`config.mk`:
```
export PLATFORM = sky130hd
export DESIGN_NAME = scd_ctrl
export DESIGN_NICKNAME = d
export VERILOG_FILES = /design/src/hdl/scd_pkg.sv /design/src/hdl/scd_ctrl.sv
export SDC_FILE = /design/constraint.sdc
export NUM_CORES = 1
export LEC_CHECK = 0
export BUFFER_PORTS_ARGS = -buffer_cell sky130_fd_sc_hd__buf_2
export CELL_PAD_IN_SITES_DETAIL_PLACEMENT = 1
export CELL_PAD_IN_SITES_GLOBAL_PLACEMENT = 1
export CORE_AREA = 5 5 42 44
export CTS_CLUSTER_DIAMETER = 60
export DETAILED_ROUTE_END_ITERATION = 8
export DIE_AREA = 0 0 47 49
export PLACE_DENSITY = 0.43
export SYNTH_ARGS = -nofsm -noshare
export SYNTH_HDL_FRONTEND = slang
export SYNTH_SLANG_ARGS = --single-unit
```
`constraint.sdc`:
```
create_clock -name clk_i -period 2.32 [get_ports clk_i]
set_clock_uncertainty 0.05 [all_clocks]
set_input_delay 0.58 -clock clk_i [delete_from_list [all_inputs] [get_ports clk_i]]
set_output_delay 0.58 -clock clk_i [all_outputs]
set_load 0.03 [all_outputs]
```
`src/hdl/scd_pkg.sv`:
```
// ----------------------------------------------------------------------------
// Sparse column dot package
// Shared constants, input codes and the controller-to-datapath command type.
// ----------------------------------------------------------------------------
package scd_pkg;

  // Field widths of the item and result ports.
  localparam int unsigned FUNC_W  = 2;
  localparam int unsigned INDEX_W = 12;
  localparam int unsigned VALUE_W = 32;
  localparam int unsigned COL_W   = 16;
  localparam int unsigned SUM_W   = 64;

  // Vector store depth. It is a power of two, so an index that reaches past
  // the store wraps by dropping its upper bits.
  localparam int unsigned VECTOR_DEPTH = 4096;
  localparam int unsigned STORE_AW     = $clog2(VECTOR_DEPTH);

  // Column counter wraps to zero at MAX_COLUMNS.
  localparam int unsigned MAX_COLUMNS = 65536;
  localparam int unsigned CNT_W       = $clog2(MAX_COLUMNS);

  // Item function codes. The fourth code is ignored.
  localparam logic [FUNC_W-1:0] FUNC_LOAD    = 2'd0;
  localparam logic [FUNC_W-1:0] FUNC_ENTRY   = 2'd1;
  localparam logic [FUNC_W-1:0] FUNC_RESTART = 2'd2;

  // Commands from the controller to the datapath.
  typedef struct packed {
    logic store_wr;   // write the item value into the vector store
    logic store_rd;   // read the vector entry and capture the item value
    logic load_prod;  // register the product of value and vector entry
    logic accumulate; // saturating add of the product into the accumulator
    logic emit;       // present the column result and start a new column
    logic restart;    // clear accumulator, counter and saturation flag
  } scd_cmd_t;

endpackage

```
`src/hdl/scd_ctrl.sv`:
```
// ----------------------------------------------------------------------------
// Sparse column dot controller
// Takes items while idle and steps the datapath through read, multiply,
// accumulate and emit.
// ----------------------------------------------------------------------------
module scd_ctrl (
  input  logic                        clk_i,
  input  logic                        rst_ni,
  input  logic                        start,
  output logic                        busy,
  input  logic [scd_pkg::FUNC_W-1:0]  func_i,
  input  logic                        has_entry_i,
  input  logic                        ends_column_i,
  output scd_pkg::scd_cmd_t           cmd_o
);

  import scd_pkg::*;

  localparam logic [1:0] S_IDLE = 2'd0;
  localparam logic [1:0] S_MUL  = 2'd1;
  localparam logic [1:0] S_ACC  = 2'd2;
  localparam logic [1:0] S_EMIT = 2'd3;

  logic [1:0] state_q, state_d;
  logic       ends_q, ends_d;
  logic       accept;

  assign busy   = (state_q != S_IDLE);
  assign accept = start && !busy;

  // Next state and commands.
  always_comb begin
    state_d = state_q;
    ends_d  = ends_q;
    cmd_o   = '0;
    unique case (state_q)
      S_IDLE: begin
        if (accept) begin
          unique case (func_i)
            FUNC_LOAD: begin
              cmd_o.store_wr = 1'b1;
            end
            FUNC_ENTRY: begin
              ends_d = ends_column_i;
              if (has_entry_i) begin
                cmd_o.store_rd = 1'b1;
                state_d        = S_MUL;
              end else if (ends_column_i) begin
                state_d = S_EMIT;
              end
            end
            FUNC_RESTART: begin
              cmd_o.restart = 1'b1;
            end
            default: begin
            end
          endcase
        end
      end
      S_MUL: begin
        cmd_o.load_prod = 1'b1;
        state_d         = S_ACC;
      end
      S_ACC: begin
        cmd_o.accumulate = 1'b1;
        state_d          = ends_q ? S_EMIT : S_IDLE;
      end
      S_EMIT: begin
        cmd_o.emit = 1'b1;
        state_d    = S_IDLE;
      end
      default: begin
        state_d = S_IDLE;
      end
    endcase
  end

  // State registers.
  always_ff @(posedge clk_i or negedge rst_ni) begin
    if (!rst_ni) begin
      state_q <= S_IDLE;
      ends_q  <= 1'b0;
    end else begin
      state_q <= state_d;
      ends_q  <= ends_d;
    end
  end

endmodule

```
==> impl_metrics.toml, run 1 <==
[pwr]
ir_drop_v = 0.000237
cellPowerDensity_nw_per_um2 = 1120
p_leak_nw = 0.177

[logic_synthesis]
ys_ff_latch = 3
synthesis.area_um2 = 193
synth_nets = 27
syn-instance-count = 20
yosys_warnings = 0
synth.distinct_cells = 17
syn_area_per_cell_um2 = 9.63
ys_seq_area_frac = 0.390

[critical_path]
cp.buffers_inverters = 2
start_kind = "flop"
worstPathCellList = "nor2_2 -> inv_1 -> nor4b_2 -> buf_2"
slowest_stage = "dfrtp_1"
crit_type = "flop to output pin"
cpPeakStageDelay_ps = 420
required_ps = 1690
end_kind = "output pin"
cp_max_fo = 5
arrival_ps = 1370
cpLargestDelayFamily = "flip-flops"
rrSetupSlack_ps = 1170

[sta]
tightestPinTransition_ps = 172
finalSetupTns_ps = 0
finalHoldViolations = 0
rsz0062_at_grt = "no"
fmax_mhz = 499
slew_headroom = 0.885
fin_crit_ps = 2000
slew_viol_final = 0
setup-violations-final = 0
period_share = 0.864

[die]
core-area_um2 = 1400
ios = 14
die_w_um = 47
die_h_um = 49
die_area_um2 = 2300
initial_core_util = 0.138
rows = 14

[job]
cap_violations = 0

[place]
gp_congestion = 0.644
io_buffers = 13
post_dp_cell_area_um2 = 284

[clock_tree]
ctsHoldBuffers = 0
cts_tree = "built"
cts_setup_buffers = 0
path_clk_slew_ps = 40
numCtsBuffers = 3
htreeDepth = 1
post_cts_resize_count = 0
cts.sinks = 3
clockRootBuffer = "clkbuf_4"
cts_max_path_buffers = 2
clock_latency_ps = 230

[grt]
grt.total_usage = 0.0614
grt_pass1_vias = 243
grt_pass1_wl_um = 966
grt_antenna_before_repair = 0
grt_overflow = 0
grt_max_degree = 6

[finish]
utilization = 0.221
syn_to_final_growth_pct = 61.0
n_antenna_cell = 0
final_nets = 45
drive_gt1_frac = 0.622
final_cell_mix = "buf_2, clkbuf_4, dfrtp_1"
final_area_um2 = 310
final_common_cell = "buf_2"

[routing]
vias = 211
drtPass1Iterations = 1
wl_um = 611
drc = 0
vias_per_cell = 3.98
wl_per_cell_um = 11.5
drtIter0Drc = 0
ant_nets = 0

[min_path]
hold_path.class = "input pin to asynchronous set/reset pin"

[outcome]
outcome = "finished clean"
Yosys cell counts:
| master | count | area share |
|---|---|---|
| nor2_1 | 2 | 0.039 |
| nand3_1 | 1 | 0.026 |
| and4b_2 | 1 | 0.058 |
| and2_1 | 1 | 0.032 |
| nor2b_1 | 1 | 0.032 |
| and2b_1 | 1 | 0.039 |
| nand2_2 | 1 | 0.032 |
| dfrtp_1 | 3 | 0.39 |
| nand2_1 | 1 | 0.019 |
| nor4b_1 | 1 | 0.045 |
| mux2_4 | 1 | 0.078 |
| nor2_2 | 1 | 0.032 |
| and3b_2 | 1 | 0.052 |
| and3_2 | 1 | 0.039 |
| nand3b_1 | 1 | 0.039 |
| o21ai_0 | 1 | 0.026 |
| inv_1 | 1 | 0.019 |
logic make-up after synthesis:
logic type	share of synthesized area
buffers and inverters	0.0195
AOI/OAI and AO/OA	0.0259
DFF	0.390
and+or+nand+nor	0.487
muxes	0.0779
final timing paths:
path | from | to | cells after the start
max | state_q[1]$_DFFE_PN0P_ | cmd_o[5] | 4
min | rst_ni | ends_q$_DFFE_PN0P_ | 1
max reg2reg | state_q[1]$_DFFE_PN0P_ | ends_q$_DFFE_PN0P_ | 3
min reg2reg | ends_q$_DFFE_PN0P_ | ends_q$_DFFE_PN0P_ | 1
max in group asynchronous | rst_ni | state_q[1]$_DFFE_PN0P_ | 1
min in group clk_i | ends_q$_DFFE_PN0P_ | ends_q$_DFFE_PN0P_ | 1
routing by layer:
metal,global-route usage,wire length [um]
met5,0,0
met4,0.0553,0
met3,0.0406,93
met2,0.0814,278
met1,0.0619,239
power by group:
| group | switching, mW | total, mW | internal [mW] |
|---|---|---|---|
| clock network | 0.0261 | 0.0905 | 0.0644 |
| registers | 0.0200 | 0.0933 | 0.0733 |
| logic | 0.105 | 0.164 | 0.0594 |
| total | 0.151 | 0.348 | 0.197 |
state kept, by name (all words and copies together), names as in the netlist:
register and flops:
ends_q 1, state_q 2
stage by stage:
step	worst slack, ps	cells	total power [mW]	hold slack [ps]
3_3_place_gp	382	49	0.259	325
4_1_cts	283	53	0.358	78.8
6_report	315	53	0.348	88.1
2_1_floorplan	292	20	0.209	234
5_1_grt	232	53	0.372	89.0
3_5_place_dp	366	49	0.261	328
worst register-to-register path, cell delays in order (launching register included):
cell and delay [ps]:
dfrtp_1 420, nor2_2 180, nand2_2 90, mux2_4 300
layout make-up:
class                      instances  area [um2]
clock buffer                       4        26.3
inverter                           1        3.75
multi-input combinational         16         120
tap                               16        20.0
fill                             181        1090
sequential                         3        75.1
timing repair buffer              13        65.1
(Power assumes the default switching activity.)
==> inputs of run 2 (changes only) <==
Settings changed: PLACE_DENSITY 0.43 to 0.44.
Clock period 2.32 ns to 1.8 ns, I/O delays scaled along.
==> run 2 against run 1 <==
Compared with the run above:
- global-route usage is 0.84 points higher
- die area did not move
- power increased by 51%
- critical path depth is the same
- largest power group unchanged
- final area increased by 21%
- sequential cell count stayed put
- core utilization up 4.6 points
- combinational power rose by 78%
==> impl_metrics.toml, run 2 (synthesis gave the netlist of run 1 again) <==
[outcome]
outcome = "finished clean"

[routing]
drc = 0
drtPass1Iterations = 3
ant_nets = 0
vias = 227
wl_met3_um = 98
wl_um = 645
top_layer_used = "met4"
vias_per_cell = 3.98
wl_per_cell_um = 11.3
wl_met2_um = 292
drtIter0Drc = 2
m1WireLength_um = 246

[sta]
fin_crit_ps = 1760
rsz0062_at_grt = "yes"
tightestPinTransition_ps = 207
setup-violations-final = 0
slew_headroom = 0.862
finalHoldViolations = 0
fin_ws_ps = 36.9
finalSetupTns_ps = 0
period_share = 0.979
slew_viol_final = 0
fmax_mhz = 567

[clock_tree]
clock_latency_ps = 230
path_clk_slew_ps = 30
cts_max_path_buffers = 2
htreeDepth = 1
numCtsBuffers = 3
cts.sinks = 3
clockRootBuffer = "clkbuf_4"
cts_tree = "built"

[die]
core-area_um2 = 1400
rows = 14
die_w_um = 47
die_area_um2 = 2300
initial_core_util = 0.138
ios = 14
die_h_um = 49

[critical_path]
arrival_ps = 1260
r2r-start = "state_q[0]$_DFFE_PN0P_"
end_kind = "output pin"
cp_max_fo = 4
worstPathCellList = "nor2_4 -> buf_6 -> and4b_2 -> buf_6"
start_kind = "flop"
cpPeakStageDelay_ps = 410
rrSetupSlack_ps = 530
r2r-end = "ends_q$_DFFE_PN0P_"
cp.buffers_inverters = 2
r2r_cells = 5
cpMostUsedCell = "buf_6"
crit_type = "flop to output pin"
cpLargestDelayFamily = "flip-flops"
required_ps = 1300
slowest_stage = "dfrtp_1"

[job]
cap_violations = 0

[place]
post_dp_cell_area_um2 = 300
gp_congestion = 0.674
place_ws_ps = 95.1
io_buffers = 13
dp_hpwl_um = 538

[finish]
final_common_cell = "buf_2"
largest_register_ffs = 2
drive_gt1_frac = 0.659
final_nets = 49
largest_registers = "state_q: 2 flops, ends_q: 1 flops"
syn_to_final_growth_pct = 94.8
n_antenna_cell = 0
final_area_um2 = 375
final_cell_mix = "buf_2, clkbuf_4, dfrtp_1, buf_6"
largest-register = "state_q"
utilization = 0.268

[pwr]
p_leak_nw = 0.203
power_uw = 527
cellPowerDensity_nw_per_um2 = 1400
ir_drop_v = 0.000382

[min_path]
hold_path_depth = 2
hold_path.class = "input pin to flop"
worstHoldStart = "ends_column_i"
holdPathEnd = "ends_q$_DFFE_PN0P_"

[grt]
grt_max_degree = 5
grt_overflow = 0
grt.total_usage = 0.0698
grt_pass1_vias = 264
grt_antenna_before_repair = 0
grt_pass1_wl_mm = 1.06
==> run 2: worst max path at each step <==
| stage | from | to | slack, ps | cells after the start |
|---|---|---|---|---|
| 3_5_place_dp | func_i[1] | cmd_o[4] | 100 | 4 |
| 5_1_grt | state_q[0]$_DFFE_PN0P_ | cmd_o[0] | -20 | 4 |
| 4_1_cts | state_q[1]$_DFFE_PN0P_ | cmd_o[0] | 1 | 4 |
| 2_1_floorplan | state_q[0]$_DFFE_PN0P_ | cmd_o[5] | 70 | 3 |
| 6_report | state_q[0]$_DFFE_PN0P_ | cmd_o[0] | 40 | 4 |
| 3_3_place_gp | func_i[1] | cmd_o[4] | 110 | 4 |
==> run 2: stage by stage <==
stage	instances	hold WS, ps
floorplan	20	104
global placement	50	196
detailed placement	50	200
CTS	56	428
global route	57	436
finish	57	432
==> run 2: cell type report <==
type / instances / area [um2]
inverters: 1 / 3.75
well taps: 16 / 20.0
fillers: 181 / 1030
multi-input cells: 16 / 134
flip-flops and latches: 3 / 75.1
repair buffers: 17 / 116
clock buffers: 4 / 26.3
==> run 2: power breakdown <==
group	total [mW]	leakage, nW	internal [mW]	switching [mW]
Combinational	0.292	0.149	0.135	0.158
Clock	0.115	0.0150	0.0829	0.0322
Sequential	0.120	0.0383	0.0946	0.0250
Total	0.527	0.203	0.312	0.215
==> run 2: repair_timing <==
item,CTS,global route
endpoints found under the hold margin,3,0
buffers inserted,1,1
endpoints found under the setup margin,2,3
resized for setup,3,5
pin swaps,1,3
hold buffers,1,0
==> run 2: per-layer routing <==
layer | GRT usage | vias to the layer above
met2 | 0.102 | 13
met4 | 0.0691 | 0
li1 | - | 112
met5 | 0 | -
met3 | 0.0332 | 2
met1 | 0.0661 | 100
==> inputs of run 3 (changes only) <==
Settings changed: GPL_ROUTABILITY_DRIVEN set to 0, RECOVER_POWER set to 100.
==> run 3 against run 2 <==
Compared with the run above:
- first-iteration DRC count did not move
- global-route usage did not move
- combinational power barely moved
- die area did not move
- core utilization fell by 0.089 points
- sequential cell count did not move
- hold slack did not move
- count of clock-buffer cells in the layout did not move
- critical endpoint unchanged
- fmax did not move
==> impl_metrics.toml, run 3 (synthesis gave the netlist of run 1 again) <==
[critical_path]
slowest_stage = "dfrtp_1"
cp.buffers_inverters = 2
cpMostUsedCell = "buf_6"
worstPathCellList = "nor2_4 -> buf_6 -> and4b_2 -> buf_6"
r2r-end = "ends_q$_DFFE_PN0P_"
crit_type = "flop to output pin"
cp_max_fo = 4
required_ps = 1300
rrSetupSlack_ps = 530
start_kind = "flop"
arrival_ps = 1260
r2r_cells = 5
end_kind = "output pin"
r2r-start = "state_q[0]$_DFFE_PN0P_"
cpLargestDelayFamily = "flip-flops"
cpPeakStageDelay_ps = 410

[die]
rows = 14
die_w_um = 47
die_area_um2 = 2300
ios = 14
initial_core_util = 0.138
die_h_um = 49
core-area_um2 = 1400

[finish]
final_cell_mix = "buf_2, clkbuf_4, dfrtp_1, buf_6"
syn_to_final_growth_pct = 94.2
largest_registers = "state_q: 2 flops, ends_q: 1 flops"
utilization = 0.267
final_area_um2 = 374
final_common_cell = "buf_2"
largest-register = "state_q"
n_antenna_cell = 0
largest_register_ffs = 2
drive_gt1_frac = 0.634
final_nets = 49
fillerInstances = 180
stdcell_count = 57

[routing]
drc = 0
vias = 227
ant_nets = 0
drtPass1Iterations = 3
vias_per_cell = 3.98
wl_per_cell_um = 11.3
wl_um = 643
drtIter0Drc = 2

[sta]
fin_crit_ps = 1760
holdWs_ps = 432
slew_viol_final = 0
period_share = 0.979
setup-violations-final = 0
tightestPinTransition_ps = 207
fmax_mhz = 567
finalSetupTns_ps = 0
slew_headroom = 0.862
finalHoldViolations = 0
rsz0062_at_grt = "yes"
fin_ws_ps = 36.9

[clock_tree]
numCtsBuffers = 3
clock_latency_ps = 230
cts_tree = "built"
cts.sinks = 3
clockRootBuffer = "clkbuf_4"
path_clk_slew_ps = 30
cts_max_path_buffers = 2
htreeDepth = 1

[grt]
grt_overflow = 0
grt_pass1_vias = 264
grt.total_usage = 0.0698
grt_pass1_wl_mm = 1.06
grt_antenna_before_repair = 0
grt_max_degree = 5

[place]
post_dp_cell_area_um2 = 300
io_buffers = 13
dp_cells = 50
place_ws_ps = 95.1
dp_hpwl_um = 538

[job]
cap_violations = 0

[pwr]
p_leak_nw = 0.200
cellPowerDensity_nw_per_um2 = 1410
ir_drop_v = 0.000382
power_uw = 527

[min_path]
hold_path_depth = 2
hold_path.class = "input pin to flop"
worstHoldStart = "ends_column_i"
holdPathEnd = "ends_q$_DFFE_PN0P_"

[outcome]
outcome = "finished clean"
==> run 3: cell count changes in the layout (fill, tap and decap cells not counted), sizes merged <==
cell and delta:
buf -1, clkbuf +1
==> run 3: how the worst max path moves through the flow <==
stage                                       from        to  slack [ps]  cells past startpoint
final                     state_q[0]$_DFFE_PN0P_  cmd_o[0]          40                      4
after floorplan           state_q[0]$_DFFE_PN0P_  cmd_o[5]          70                      3
after global placement                 func_i[1]  cmd_o[4]         110                      4
after global routing      state_q[0]$_DFFE_PN0P_  cmd_o[0]         -20                      4
after CTS                 state_q[1]$_DFFE_PN0P_  cmd_o[0]           1                      4
after detailed placement               func_i[1]  cmd_o[4]         100                      4
==> run 3: area by class of cell <==
| type | count | area, um2 | area share |
|---|---|---|---|
| multi-input cells | 16 | 134 | 0.358 |
| repair buffers | 17 | 115 | 0.308 |
| flip-flops and latches | 3 | 75.1 | 0.201 |
| clock buffers | 4 | 26.3 | 0.0702 |
| well taps | 16 | 20.0 | 0.0535 |
| inverters | 1 | 3.75 | 0.0100 |
==> run 3: layer usage <==
layer  vias up  global-route usage  routed length, um
met5         -                   0                  0
met4         0              0.0691                  7
met3         2              0.0332                 98
met2        13               0.102                292
met1       100              0.0661                244
li1        112                   -                  -
==> run 3: what timing repair did <==
action / CTS / global route
hold endpoints to repair: 3 / 0
pin swaps: 1 / 3
resized for setup: 3 / 5
hold buffers: 1 / 0
endpoints found under the setup margin: 2 / 3
setup buffers: 1 / 1
==> run 3: power by group <==
group          leakage [nW]  internal (mW)  switching [mW]
sequential           0.0383         0.0946          0.0250
clock                0.0150         0.0829          0.0322
combinational         0.147          0.134           0.158
